File: src/hdl/pfac_pkg.sv
// ----------------------------------------------------------------------------
// pfac_pkg
// Types and constants for the polygon fan area and centroid block.
// ----------------------------------------------------------------------------
package pfac_pkg;

   localparam int COORD_WIDTH = 16;
   localparam int AREA_WIDTH  = 32;
   localparam int MUL_A_WIDTH = COORD_WIDTH + 1;
   localparam int MUL_B_WIDTH = AREA_WIDTH;
   localparam int MUL_P_WIDTH = MUL_A_WIDTH + MUL_B_WIDTH;
   localparam int THIRD_SHIFT = COORD_WIDTH + 4;

   localparam logic [MUL_B_WIDTH-1:0] THIRD_MULT =
      MUL_B_WIDTH'(((64'd1 << THIRD_SHIFT) + 64'd2) / 64'd3);
   localparam logic [AREA_WIDTH-1:0] AREA_MAX = '1;

   typedef struct packed {
      logic signed [COORD_WIDTH-1:0] vertex_x;
      logic signed [COORD_WIDTH-1:0] vertex_y;
      logic                          first_vertex;
   } req_type;

   typedef struct packed {
      logic [AREA_WIDTH-1:0]         area_total;
      logic signed [COORD_WIDTH-1:0] centroid_x;
      logic signed [COORD_WIDTH-1:0] centroid_y;
      logic                          area_saturated;
   } rsp_type;

endpackage

File: src/hdl/polygon_fan_area_centroid.sv
// ----------------------------------------------------------------------------
// polygon_fan_area_centroid
// Running polygon area and centroid over a fan of triangles, one vertex per item.
// ----------------------------------------------------------------------------
// Each vertex item gives one result with the running area and centroid.
// A first or second vertex of a polygon goes from IDLE straight to PUSH, which
// loads its result into the output register. A later vertex passes MUL_P, MUL_Q
// and AREA; if its fan triangle and running area are both zero it then goes to
// PUSH. Every other later vertex goes on through TCX, TCY, BLX, DIVX, BLY, DIVY
// and FIXY before PUSH: a sequencer drives one shared 17 x 32 multiplier for the
// cross products, the divisions by three and the blend products, and one
// restoring divider used for each centroid axis in turn. After PUSH the
// block returns to IDLE to accept the next item. It takes no new item until
// the result is loaded into the output register, so every cycle that the
// output stays stalled with a result waiting adds to the time for the item.
module polygon_fan_area_centroid (
   input  logic              clock,
   input  logic              reset,
   input  logic              req_valid,
   output logic              req_stall,
   input  pfac_pkg::req_type req_data,
   output logic              rsp_valid,
   input  logic              rsp_stall,
   output pfac_pkg::rsp_type rsp_data
);
   import pfac_pkg::*;

   localparam int W  = COORD_WIDTH;
   localparam int CW = $clog2(W);

   typedef enum logic [3:0] {
      IDLE, MUL_P, MUL_Q, AREA, TCX, TCY, BLX, DIVX, BLY, DIVY, FIXY, PUSH
   } state_type;

   state_type                 state_ff;
   logic signed [W-1:0]       anchor_x_ff, anchor_y_ff, prior_x_ff, prior_y_ff;
   logic signed [W-1:0]       vx_ff, vy_ff, center_x_ff, center_y_ff;
   logic signed [W-1:0]       tcx_ff, tcy_ff;
   logic [1:0]                seen_ff;
   logic [AREA_WIDTH-1:0]     area_sum_ff, t_ff;
   logic [AREA_WIDTH:0]       den_ff, rem_ff;
   logic [MUL_P_WIDTH-1:0]    prod_ff;
   logic [2*W+1:0]            mp_ff;
   logic [W-1:0]              dq_ff;
   logic [CW-1:0]             cnt_ff;
   logic                      neg_ff;
   logic                      rsp_valid_ff;
   rsp_type                   rsp_ff;

   logic signed [W:0]         dx1, dy1, dx2, dy2;
   logic [W:0]                mdx1, mdy1, mdx2, mdy2;
   logic [2*W+1:0]            mq;
   logic                      sp, sq;
   logic [2*W+2:0]            twice;
   logic [2*W+1:0]            t_full;
   logic [AREA_WIDTH-1:0]     t_in;
   logic [AREA_WIDTH:0]       den_in;
   logic signed [W+1:0]       sum_x, sum_y;
   logic [W:0]                n_x, n_y;
   logic [W-1:0]              q_x, q_y;
   logic signed [W-1:0]       tc_x_in, tc_y_in;
   logic signed [W:0]         diff_x, diff_y;
   logic [W:0]                mdiff_x, mdiff_y;
   logic [MUL_A_WIDTH-1:0]    mul_a;
   logic [MUL_B_WIDTH-1:0]    mul_b;
   logic [MUL_P_WIDTH-1:0]    mul_p;
   logic [AREA_WIDTH+1:0]     rem_sh;
   logic                      rem_ge;
   logic                      rnd_up;
   logic [W:0]                q_rnd;
   logic signed [W-1:0]       center_in;
   logic [AREA_WIDTH-1:0]     area_in;

   assign dx1  = $signed({prior_x_ff[W-1], prior_x_ff}) - $signed({anchor_x_ff[W-1], anchor_x_ff});
   assign dy1  = $signed({prior_y_ff[W-1], prior_y_ff}) - $signed({anchor_y_ff[W-1], anchor_y_ff});
   assign dx2  = $signed({vx_ff[W-1], vx_ff}) - $signed({anchor_x_ff[W-1], anchor_x_ff});
   assign dy2  = $signed({vy_ff[W-1], vy_ff}) - $signed({anchor_y_ff[W-1], anchor_y_ff});
   assign mdx1 = dx1[W] ? (W+1)'(-dx1) : (W+1)'(dx1);
   assign mdy1 = dy1[W] ? (W+1)'(-dy1) : (W+1)'(dy1);
   assign mdx2 = dx2[W] ? (W+1)'(-dx2) : (W+1)'(dx2);
   assign mdy2 = dy2[W] ? (W+1)'(-dy2) : (W+1)'(dy2);

   assign mq     = prod_ff[2*W+1:0];
   assign sp     = (dx1[W] != dy2[W]) && (mp_ff != '0);
   assign sq     = (dy1[W] != dx2[W]) && (mq != '0);
   assign twice  = (sp != sq) ? {1'b0, mp_ff} + {1'b0, mq}
                 : (mp_ff >= mq) ? {1'b0, mp_ff - mq} : {1'b0, mq - mp_ff};
   assign t_full = twice[2*W+2:1] + (2*W+2)'(twice[0]);
   assign t_in   = (t_full > (2*W+2)'(AREA_MAX)) ? AREA_MAX : AREA_WIDTH'(t_full);
   assign den_in = {1'b0, area_sum_ff} + {1'b0, t_in};

   assign sum_x  = $signed({{2{anchor_x_ff[W-1]}}, anchor_x_ff})
                 + $signed({{2{prior_x_ff[W-1]}}, prior_x_ff})
                 + $signed({{2{vx_ff[W-1]}}, vx_ff});
   assign sum_y  = $signed({{2{anchor_y_ff[W-1]}}, anchor_y_ff})
                 + $signed({{2{prior_y_ff[W-1]}}, prior_y_ff})
                 + $signed({{2{vy_ff[W-1]}}, vy_ff});
   assign n_x    = (W+1)'(sum_x[W+1] ? -sum_x : sum_x) + (W+1)'(1);
   assign n_y    = (W+1)'(sum_y[W+1] ? -sum_y : sum_y) + (W+1)'(1);
   assign q_x    = W'(prod_ff >> THIRD_SHIFT);
   assign q_y    = W'(prod_ff >> THIRD_SHIFT);
   assign tc_x_in = sum_x[W+1] ? -$signed(q_x) : $signed(q_x);
   assign tc_y_in = sum_y[W+1] ? -$signed(q_y) : $signed(q_y);

   assign diff_x  = $signed({tcx_ff[W-1], tcx_ff}) - $signed({center_x_ff[W-1], center_x_ff});
   assign diff_y  = $signed({tcy_ff[W-1], tcy_ff}) - $signed({center_y_ff[W-1], center_y_ff});
   assign mdiff_x = diff_x[W] ? (W+1)'(-diff_x) : (W+1)'(diff_x);
   assign mdiff_y = diff_y[W] ? (W+1)'(-diff_y) : (W+1)'(diff_y);

   always_comb begin
      mul_a = mdx1;
      mul_b = MUL_B_WIDTH'(mdy2);
      case (state_ff)
         MUL_P: begin
            mul_a = mdx1;
            mul_b = MUL_B_WIDTH'(mdy2);
         end
         MUL_Q: begin
            mul_a = mdy1;
            mul_b = MUL_B_WIDTH'(mdx2);
         end
         AREA: begin
            mul_a = n_x;
            mul_b = THIRD_MULT;
         end
         TCX: begin
            mul_a = n_y;
            mul_b = THIRD_MULT;
         end
         BLX: begin
            mul_a = mdiff_x;
            mul_b = t_ff;
         end
         BLY: begin
            mul_a = mdiff_y;
            mul_b = t_ff;
         end
         default: begin
            mul_a = mdx1;
            mul_b = MUL_B_WIDTH'(mdy2);
         end
      endcase
   end

   assign mul_p = MUL_P_WIDTH'(mul_a) * MUL_P_WIDTH'(mul_b);

   assign rem_sh    = {rem_ff, dq_ff[W-1]};
   assign rem_ge    = rem_sh >= {1'b0, den_ff};
   assign rnd_up    = rem_ff >= (den_ff - rem_ff);
   assign q_rnd     = {1'b0, dq_ff} + (W+1)'(rnd_up);
   assign center_in = neg_ff ? W'($signed({center_x_ff[W-1], center_x_ff}) - $signed(q_rnd))
                             : W'($signed({center_x_ff[W-1], center_x_ff}) + $signed(q_rnd));
   assign area_in   = den_in[AREA_WIDTH] ? AREA_MAX : den_in[AREA_WIDTH-1:0];

   logic signed [W-1:0] center_y_in;
   assign center_y_in = neg_ff ? W'($signed({center_y_ff[W-1], center_y_ff}) - $signed(q_rnd))
                               : W'($signed({center_y_ff[W-1], center_y_ff}) + $signed(q_rnd));

   always_ff @(posedge clock) begin
      if (reset) begin
         state_ff     <= IDLE;
         seen_ff      <= '0;
         area_sum_ff  <= '0;
         anchor_x_ff  <= '0;
         anchor_y_ff  <= '0;
         prior_x_ff   <= '0;
         prior_y_ff   <= '0;
         center_x_ff  <= '0;
         center_y_ff  <= '0;
         rsp_valid_ff <= 1'b0;
      end else begin
         if (rsp_valid_ff && !rsp_stall && state_ff != PUSH) begin
            rsp_valid_ff <= 1'b0;
         end
         case (state_ff)
            IDLE: begin
               if (req_valid) begin
                  vx_ff <= req_data.vertex_x;
                  vy_ff <= req_data.vertex_y;
                  if (req_data.first_vertex || seen_ff == 2'd0) begin
                     anchor_x_ff <= req_data.vertex_x;
                     anchor_y_ff <= req_data.vertex_y;
                     prior_x_ff  <= req_data.vertex_x;
                     prior_y_ff  <= req_data.vertex_y;
                     area_sum_ff <= '0;
                     center_x_ff <= '0;
                     center_y_ff <= '0;
                     seen_ff     <= 2'd1;
                     state_ff    <= PUSH;
                  end else if (seen_ff == 2'd1) begin
                     prior_x_ff <= req_data.vertex_x;
                     prior_y_ff <= req_data.vertex_y;
                     seen_ff    <= 2'd2;
                     state_ff   <= PUSH;
                  end else begin
                     state_ff <= MUL_P;
                  end
               end
            end
            MUL_P: begin
               prod_ff  <= mul_p;
               state_ff <= MUL_Q;
            end
            MUL_Q: begin
               mp_ff    <= prod_ff[2*W+1:0];
               prod_ff  <= mul_p;
               state_ff <= AREA;
            end
            AREA: begin
               t_ff        <= t_in;
               den_ff      <= den_in;
               area_sum_ff <= area_in;
               seen_ff     <= 2'd3;
               prod_ff     <= mul_p;
               state_ff    <= (den_in == '0) ? PUSH : TCX;
               if (den_in == '0) begin
                  prior_x_ff <= vx_ff;
                  prior_y_ff <= vy_ff;
               end
            end
            TCX: begin
               tcx_ff   <= tc_x_in;
               prod_ff  <= mul_p;
               state_ff <= TCY;
            end
            TCY: begin
               tcy_ff     <= tc_y_in;
               prior_x_ff <= vx_ff;
               prior_y_ff <= vy_ff;
               state_ff   <= BLX;
            end
            BLX: begin
               rem_ff   <= (AREA_WIDTH+1)'(mul_p >> W);
               dq_ff    <= mul_p[W-1:0];
               neg_ff   <= diff_x[W];
               cnt_ff   <= CW'(W - 1);
               state_ff <= DIVX;
            end
            DIVX: begin
               rem_ff <= rem_ge ? (AREA_WIDTH+1)'(rem_sh - {1'b0, den_ff})
                                : rem_sh[AREA_WIDTH:0];
               dq_ff  <= {dq_ff[W-2:0], rem_ge};
               cnt_ff <= cnt_ff - CW'(1);
               if (cnt_ff == '0) begin
                  state_ff <= BLY;
               end
            end
            BLY: begin
               center_x_ff <= center_in;
               rem_ff      <= (AREA_WIDTH+1)'(mul_p >> W);
               dq_ff       <= mul_p[W-1:0];
               neg_ff      <= diff_y[W];
               cnt_ff      <= CW'(W - 1);
               state_ff    <= DIVY;
            end
            DIVY: begin
               rem_ff <= rem_ge ? (AREA_WIDTH+1)'(rem_sh - {1'b0, den_ff})
                                : rem_sh[AREA_WIDTH:0];
               dq_ff  <= {dq_ff[W-2:0], rem_ge};
               cnt_ff <= cnt_ff - CW'(1);
               if (cnt_ff == '0) begin
                  state_ff <= FIXY;
               end
            end
            FIXY: begin
               center_y_ff <= center_y_in;
               state_ff    <= PUSH;
            end
            PUSH: begin
               if (!rsp_valid_ff || !rsp_stall) begin
                  rsp_ff.area_total     <= area_sum_ff;
                  rsp_ff.centroid_x     <= center_x_ff;
                  rsp_ff.centroid_y     <= center_y_ff;
                  rsp_ff.area_saturated <= (area_sum_ff == AREA_MAX);
                  rsp_valid_ff          <= 1'b1;
                  state_ff              <= IDLE;
               end
            end
            default: begin
               state_ff <= IDLE;
            end
         endcase
      end
   end

   assign req_stall = (state_ff != IDLE);
   assign rsp_valid = rsp_valid_ff;
   assign rsp_data  = rsp_ff;

`ifndef ASSERT_OFF
   a_div_rem_below_den: assert property (@(posedge clock) disable iff (reset)
      (state_ff == DIVX || state_ff == DIVY) |-> (rem_ff < den_ff))
      else $error("divider remainder not below divisor");

   a_area_grows: assert property (@(posedge clock) disable iff (reset)
      (state_ff == AREA) |=> (area_sum_ff >= $past(area_sum_ff)))
      else $error("area total decreased within a polygon");

   a_no_polygon_no_area: assert property (@(posedge clock) disable iff (reset)
      (seen_ff == 2'd0) |-> (area_sum_ff == '0))
      else $error("area present before any polygon started");

   a_push_from_work: assert property (@(posedge clock) disable iff (reset)
      (state_ff == PUSH && !rsp_stall) |=> (rsp_valid_ff && state_ff == IDLE))
      else $error("result not loaded when output was free");
`endif

endmodule
File: config.mk
export PLATFORM = sky130hd
export DESIGN_NAME = polygon_fan_area_centroid
export DESIGN_NICKNAME = d
export VERILOG_FILES = /design/src/hdl/pfac_pkg.sv /design/src/hdl/polygon_fan_area_centroid.sv
export SDC_FILE = /design/constraint.sdc
export NUM_CORES = 2
export LEC_CHECK = 0
export BUFFER_PORTS_ARGS = -buffer_cell sky130_fd_sc_hd__buf_2
export CORE_MARGIN = 1
export CORE_UTILIZATION = 55
export DETAILED_ROUTE_END_ITERATION = 8
export PLACE_DENSITY = 0.68
export SKIP_LAST_GASP = 1
export SLEW_MARGIN = 20
export SYNTH_ARGS = -nofsm -noshare
export SYNTH_HDL_FRONTEND = slang
export SYNTH_SLANG_ARGS = --single-unit
File: constraint.sdc
create_clock -name clock -period 22.5 [get_ports clock]
set_input_delay 3.375 -clock clock [delete_from_list [all_inputs] [get_ports clock]]
set_output_delay 3.375 -clock clock [all_outputs]
set_load 0.02 [all_outputs]
### Word level (Yosys, flattened, before mapping)

Cells that the tools add are included.

* output and inout port bits: 67
* word-level logic and storage cells: 186
* register bits after elaboration: 453

* $lt $le $gt $ge: 4
* add/subtract/negate cells: 34
* reductions and logical operators: 41
* bitwise logic cells: 1
* equality and inequality tests: 24
* muxes and demuxes: 55
* multiply operators: 1

Operator list (number)
* two-way mux 16 bit: 14
* two-way mux 17 bit: 8
* negation 17 bit: 8
* two-way mux 32 bit: 4
* subtractor 16 x 16 -> 17 bit: 6
* one-hot mux 16 bit (2 select lines): 3
* one-hot mux 16 bit (3 select lines): 2
* one-hot mux 32 bit (3 select lines): 1
* one-hot mux 17 bit (5 select lines): 1
* nonzero test 34 bit: 2
* subtractor 34 bit: 2
* one-hot mux 33 bit (2 select lines): 1
* subtractor 33 bit: 2
* one-hot mux 32 bit (2 select lines): 1
* multiplier 17 x 32 -> 49 bit: 1
* one-hot mux 4 bit (12 select lines): 1
* adder 17 x 16 -> 18 bit: 2
* adder 34 x 34 -> 35 bit: 1
* two-way mux 35 bit: 1
* adder 16 x 16 -> 17 bit: 2
* adder 17 x 2 -> 17 bit, second input constant: 2
* adder 34 x 1 -> 34 bit: 1
* greater-or-equal comparator 34 x 33 -> 1 bit: 1
* greater-or-equal comparator 34 bit: 1
* 41 further kinds: 92

### Logic depth before layout (Yosys ltp)

* depth in word-level cells: 12
* mapped depth: 52

### Worst setup path before layout

OpenSTA, ideal clock, no wires.

* path type: reg-to-reg
* start point: reg vx_ff[1]
* end point: reg rem_ff[32], data pin
* library setup time: 0.257 ns
* buffers on the path: 3
* slack: 10.936 ns
* required time: 22.243 ns
* period minus slack after synthesis: 11.564 ns
* arrival: 11.307 ns
* stages on the path, launching flop included: 49
* path through: edfxtp_1 inv_1 fa_1 inv_1 ha_1 inv_1 fa_1 nor2b_1 o21ai_1 a21o_1 a211oi_1 o21ai_0 a21boi_1 o311a_1 o21a_1 clkbuf_1 buf_1 o311a_1 [... 13 more ...] inv_1 fa_1 inv_1 ha_1 a21oi_1 o21ai_0 nand4_1 nand2_1 a21o_1 o211ai_1 nand2_1 a21oi_1 o21ai_0 o41ai_1 o21ai_0 o21ai_0 mux2i_1 o2bb2ai_1

* cells in the longest elaborated chain, start to end: 7
* elaborated cells between the ends (all ways): 11

RTL lines
* start: declaration: line polygon_fan_area_centroid.sv:37 `logic signed [W-1:0] vx_ff, vy_ff, center_x_ff, center_y_ff;`
* start signal: assignment: line polygon_fan_area_centroid.sv:178 `vx_ff <= req_data.vertex_x;`
* adder 17 x 16 -> 18 bit: line polygon_fan_area_centroid.sv:94 `+ $signed({{2{vx_ff[W-1]}}, vx_ff});`
* negation 17 bit: line polygon_fan_area_centroid.sv:98 `assign n_x = (W+1)'(sum_x[W+1] ? -sum_x : sum_x) + (W+1)'(1);`
* two-way mux 17 bit: line polygon_fan_area_centroid.sv:98
* adder 17 x 2 -> 17 bit: line polygon_fan_area_centroid.sv:98
* one-hot mux 17 bit (5 select lines): line polygon_fan_area_centroid.sv:113 `case (state_ff)`
* multiplier 17 x 32 -> 49 bit (*): line polygon_fan_area_centroid.sv:145 `assign mul_p = MUL_P_WIDTH'(mul_a) * MUL_P_WIDTH'(mul_b);`
* one-hot mux 33 bit (2 select lines) (*): line polygon_fan_area_centroid.sv:175 `case (state_ff)`
* end signal: assignment: line polygon_fan_area_centroid.sv:233 `rem_ff <= (AREA_WIDTH+1)'(mul_p >> W);`
* end signal: assignment: line polygon_fan_area_centroid.sv:240 `rem_ff <= rem_ge ? (AREA_WIDTH+1)'(rem_sh - {1'b0, den_ff})`
* end signal: assignment: line polygon_fan_area_centroid.sv:250 `rem_ff <= (AREA_WIDTH+1)'(mul_p >> W);`
* end: declaration: line polygon_fan_area_centroid.sv:41 `logic [AREA_WIDTH:0] den_ff, rem_ff;`

Every way passes the cells marked *; elsewhere a longest branch is shown, timed or not.
A chain may end at the register's enable or synchronous reset.

### Worst setup path in the final report

Ends and elaborated chain as after synthesis.

==> impl_metrics.tcl <==
set metrics [dict create \
    avgRoutedWirePerCell_microns 23.3 \
    critPathSlowestCell "a211oi_1" \
    ys_seq_area_frac 0.209 \
    grt_usage 0.362 \
    drt-initial-drc-count 4727 \
    synth.area.top_cells "fa_1 (17%), edfxtp_1 (16%), ha_1 (11%), inv_1 (5.6%), nand2_1 (5.5%)" \
    hold_path.startpoint "anchor_x_ff[1]" \
    number_of_setup_violations_in_the_final_report 0 \
    hold_viol_final 0 \
    yosys.cell_types.count 103 \
    area_growth_syn_to_layout_pct 7.01 \
    htree_num_levels 2 \
    io_pins 104 \
    number_of_design_rule_violations_left_after_detail_routing 28 \
    clk_transition_reported_paths_ps 60 \
    num_rows 119 \
    detailroute.via_count 51492 \
    outcome "finished with violations" \
    detail-route-antenna-nets 0 \
    post_synthesis_instance_area_sq_um 58700 \
    multi_input_area_sq_um 42200 \
    cp_slowest_stage_delay_ps 600 \
    insertion_delay_ps 690 \
    drt-pass1-iter-count 8 \
    crit_path_frequent_cell "fa_1" \
    cells_on_worst_reg2reg_path 47 \
    synth_edf_count 318 \
    largest_net_degree_at_the_start_of_global_routing 79 \
    worstPathMaxFanout 31 \
    unrepaired_setup_endpoints_after_global_routing "no" \
    async_s_r_ff_share_synth 0 \
    synth_ff_type "edfxtp_1" \
    post_synth_inst_count 6973 \
    cts.path.max_buffers 3 \
    hold_class "reg2reg" \
    tightest_slew_ps 1180 \
    grt_pass1_vias 50000 \
    crit_path_start_kind "flop" \
    layoutNonFillerInstCount 8377 \
    fin_crit_sh 0.599 \
    grt_antenna_before_repair 6 \
    placed_cells_incl_taps 8263 \
    detail_route.wirelength_mm 196 \
    critPathArrivalTime_ps 13910 \
    maxCapViolCount 0 \
    post-dp-hpwl_mm 157 \
    clock-root-buffer "clkbuf_16" \
    tritoncts "done" \
    synthDominantAreaCellType "fa_1" \
    min_delay_path_depth 2 \
    worst-r2r-setup-slack_ps 9030 \
    place_congestion 1.02 \
    worstPathRequired_ps 22940 \
    final.hold.worst_slack_ps 460 \
    fmax_mhz 74.2 \
    grt_pass1_wl_mm 300 \
    worst_hold_path.endpoint "anchor_x_ff[1]" \
    post_cts_repair_resize_count 0 \
    critPathLaunch "vx_ff[1]" \
    final.setup_skew_ps 47.7 \
    die_x_microns 329 \
    yosysWarningCount 0 \
    cts-hold-fix-buffers 0 \
    drive_gt1_frac 0.0597 \
    cts_buffers 56 \
    clkSinkCount 453 \
    place_ws_ps 8950 \
    slew_violations 0 \
    net_count_after_synthesis 8035 \
    grt.overflow.total 0 \
    end_kind "flop" \
    design.die.area_sq_um 108000 \
    final_nets 7994 \
    max_slew_margin 0.210 \
    vertical_extent_of_the_die_microns 329 \
    synth.ff_latch_count 453 \
    avgSynthCellArea_sq_um 8.41 \
    crit-reg2reg-capture "rem_ff[32]" \
    fin_setup_tns_ps 0 \
    post-route-worst-setup-slack_ps 9030 \
    period_minus_slack_ps 13470 \
    core_sq_um 106000 \
    timing_worst_setup_path_type "reg2reg" \
    seqCellArea_sq_um 12300 \
    number_of_fill_cells_in_the_layout 9612 \
    synth_top_area_share 0.170 \
    post_cts_buffers 0 \
    failed_checks "DRC" \
    initial_core_util 0.556 \
    avgViaCountPerCell 6.15 \
    critical_path.reg2reg.startpoint "vx_ff[1]" \
    port_buffers 103 \
]
==> registers in the layout (all words and copies together), names as in the netlist, 32 cells and up <==
register and cells:
mp_ff 34, t_ff 32, rem_ff 33, area_sum_ff 32, rsp_data 65, prod_ff 36
den_ff 33
==> layout by cell type, fill, tap and decap left out, types with 54 or more instances in the layout <==
| cell type | n |
|---|---|
| inv_1 | 882 |
| nand2_1 | 862 |
| ha_1 | 528 |
| fa_1 | 497 |
| a21oi_1 | 476 |
| nor2_1 | 453 |
| edfxtp_1 | 318 |
| o21ai_0 | 301 |
| xnor2_1 | 288 |
| xor2_1 | 159 |
| nor3_1 | 140 |
| dfxtp_1 | 135 |
| nand3_1 | 131 |
| a21o_1 | 124 |
| and2_1 | 113 |
| buf_2 | 102 |
| nor2b_1 | 83 |
| nand2b_1 | 80 |
| buf_4 | 80 |
| o21a_1 | 76 |
| a31oi_1 | 73 |
| mux2i_1 | 65 |
| nand4_1 | 59 |
| clkbuf_16 | 59 |
| o21bai_1 | 54 |
==> layout make-up <==
cell class / instances / area share
inverters: 885 / 0.0529
clock buffers: 67 / 0.0245
repair buffers: 185 / 0.0186
well taps: 1391 / 0.0277
diodes: 6 / 0.000239
multi-input cells: 5351 / 0.673
clock inverters: 39 / 0.00825
flip-flops and latches: 453 / 0.195
==> kinds of logic (layout without fill, tap and decap cells) <==
kind of cell	count (synthesis)	in the layout	synth area share
AO/OA/AOI/OAI	1608	1608	0.177
XOR/XNOR	449	449	0.0673
adder cells (fa/ha/maj)	1025	1025	0.282
buffers and inverters	1169	1176	0.0759
flip-flops	453	453	0.209
multiplexers	73	73	0.0126
other	0	6	0
AND/OR/NAND/NOR	2196	2196	0.176
==> worst max path at each step <==
stage	to
global route	rem_ff[32]
detailed placement	prior_y_ff[9]
global placement	rem_ff[32]
CTS	prior_y_ff[7]
finish	rem_ff[32]
floorplan	rem_ff[32]
==> routing by layer <==
metal | wire length, microns | GRT usage
met1 | 80900 | 0.478
met4 | 9190 | 0.153
met5 | 46 | 0
met2 | 89800 | 0.586
met3 | 15600 | 0.0625
==> cell usage after synthesis, types with 26 or more instances <==
cell type / number
xor2_1: 159
nor4_1: 44
ha_1: 528
nand3_1: 132
a211oi_1: 44
and3_1: 34
o22ai_1: 29
buf_2: 26
nand4_1: 59
o211ai_1: 38
o31ai_1: 28
o21ai_0: 301
nor3_1: 142
edfxtp_1: 318
a21boi_0: 33
dfxtp_1: 135
mux2i_1: 65
a31oi_1: 73
and2_1: 114
o21bai_1: 54
o21a_1: 76
nand2b_1: 80
a221oi_1: 28
or3_1: 47
a21oi_1: 479
clkbuf_1: 233
nor2_1: 458
xnor2_1: 288
or2_2: 32
nor2b_1: 84
o21ai_1: 49
a311oi_1: 43
nand2_1: 863
or4_1: 26
a21o_1: 124
fa_1: 497
inv_1: 883
==> metrics by stage <==
step                area [sq um]  utilization
finish                     62800        0.595
floorplan                  58700            -
CTS                        62700        0.594
global placement           60600        0.574
detailed placement         60600        0.574
global route               62800        0.595
==> critical path: cells and delay by family, from the launching register on <==
kind | cells | cell delay, ps
DFF | 1 | 450
adders and majority gates | 10 | 4570
AOI/OAI and AO/OA | 20 | 5450
buffers and inverters | 8 | 1060
and+or+nand+nor | 8 | 1440
muxes | 1 | 230
Power is not shown: default switching activity piles up to over one toggle a cycle in this logic, so the estimate is an artifact.
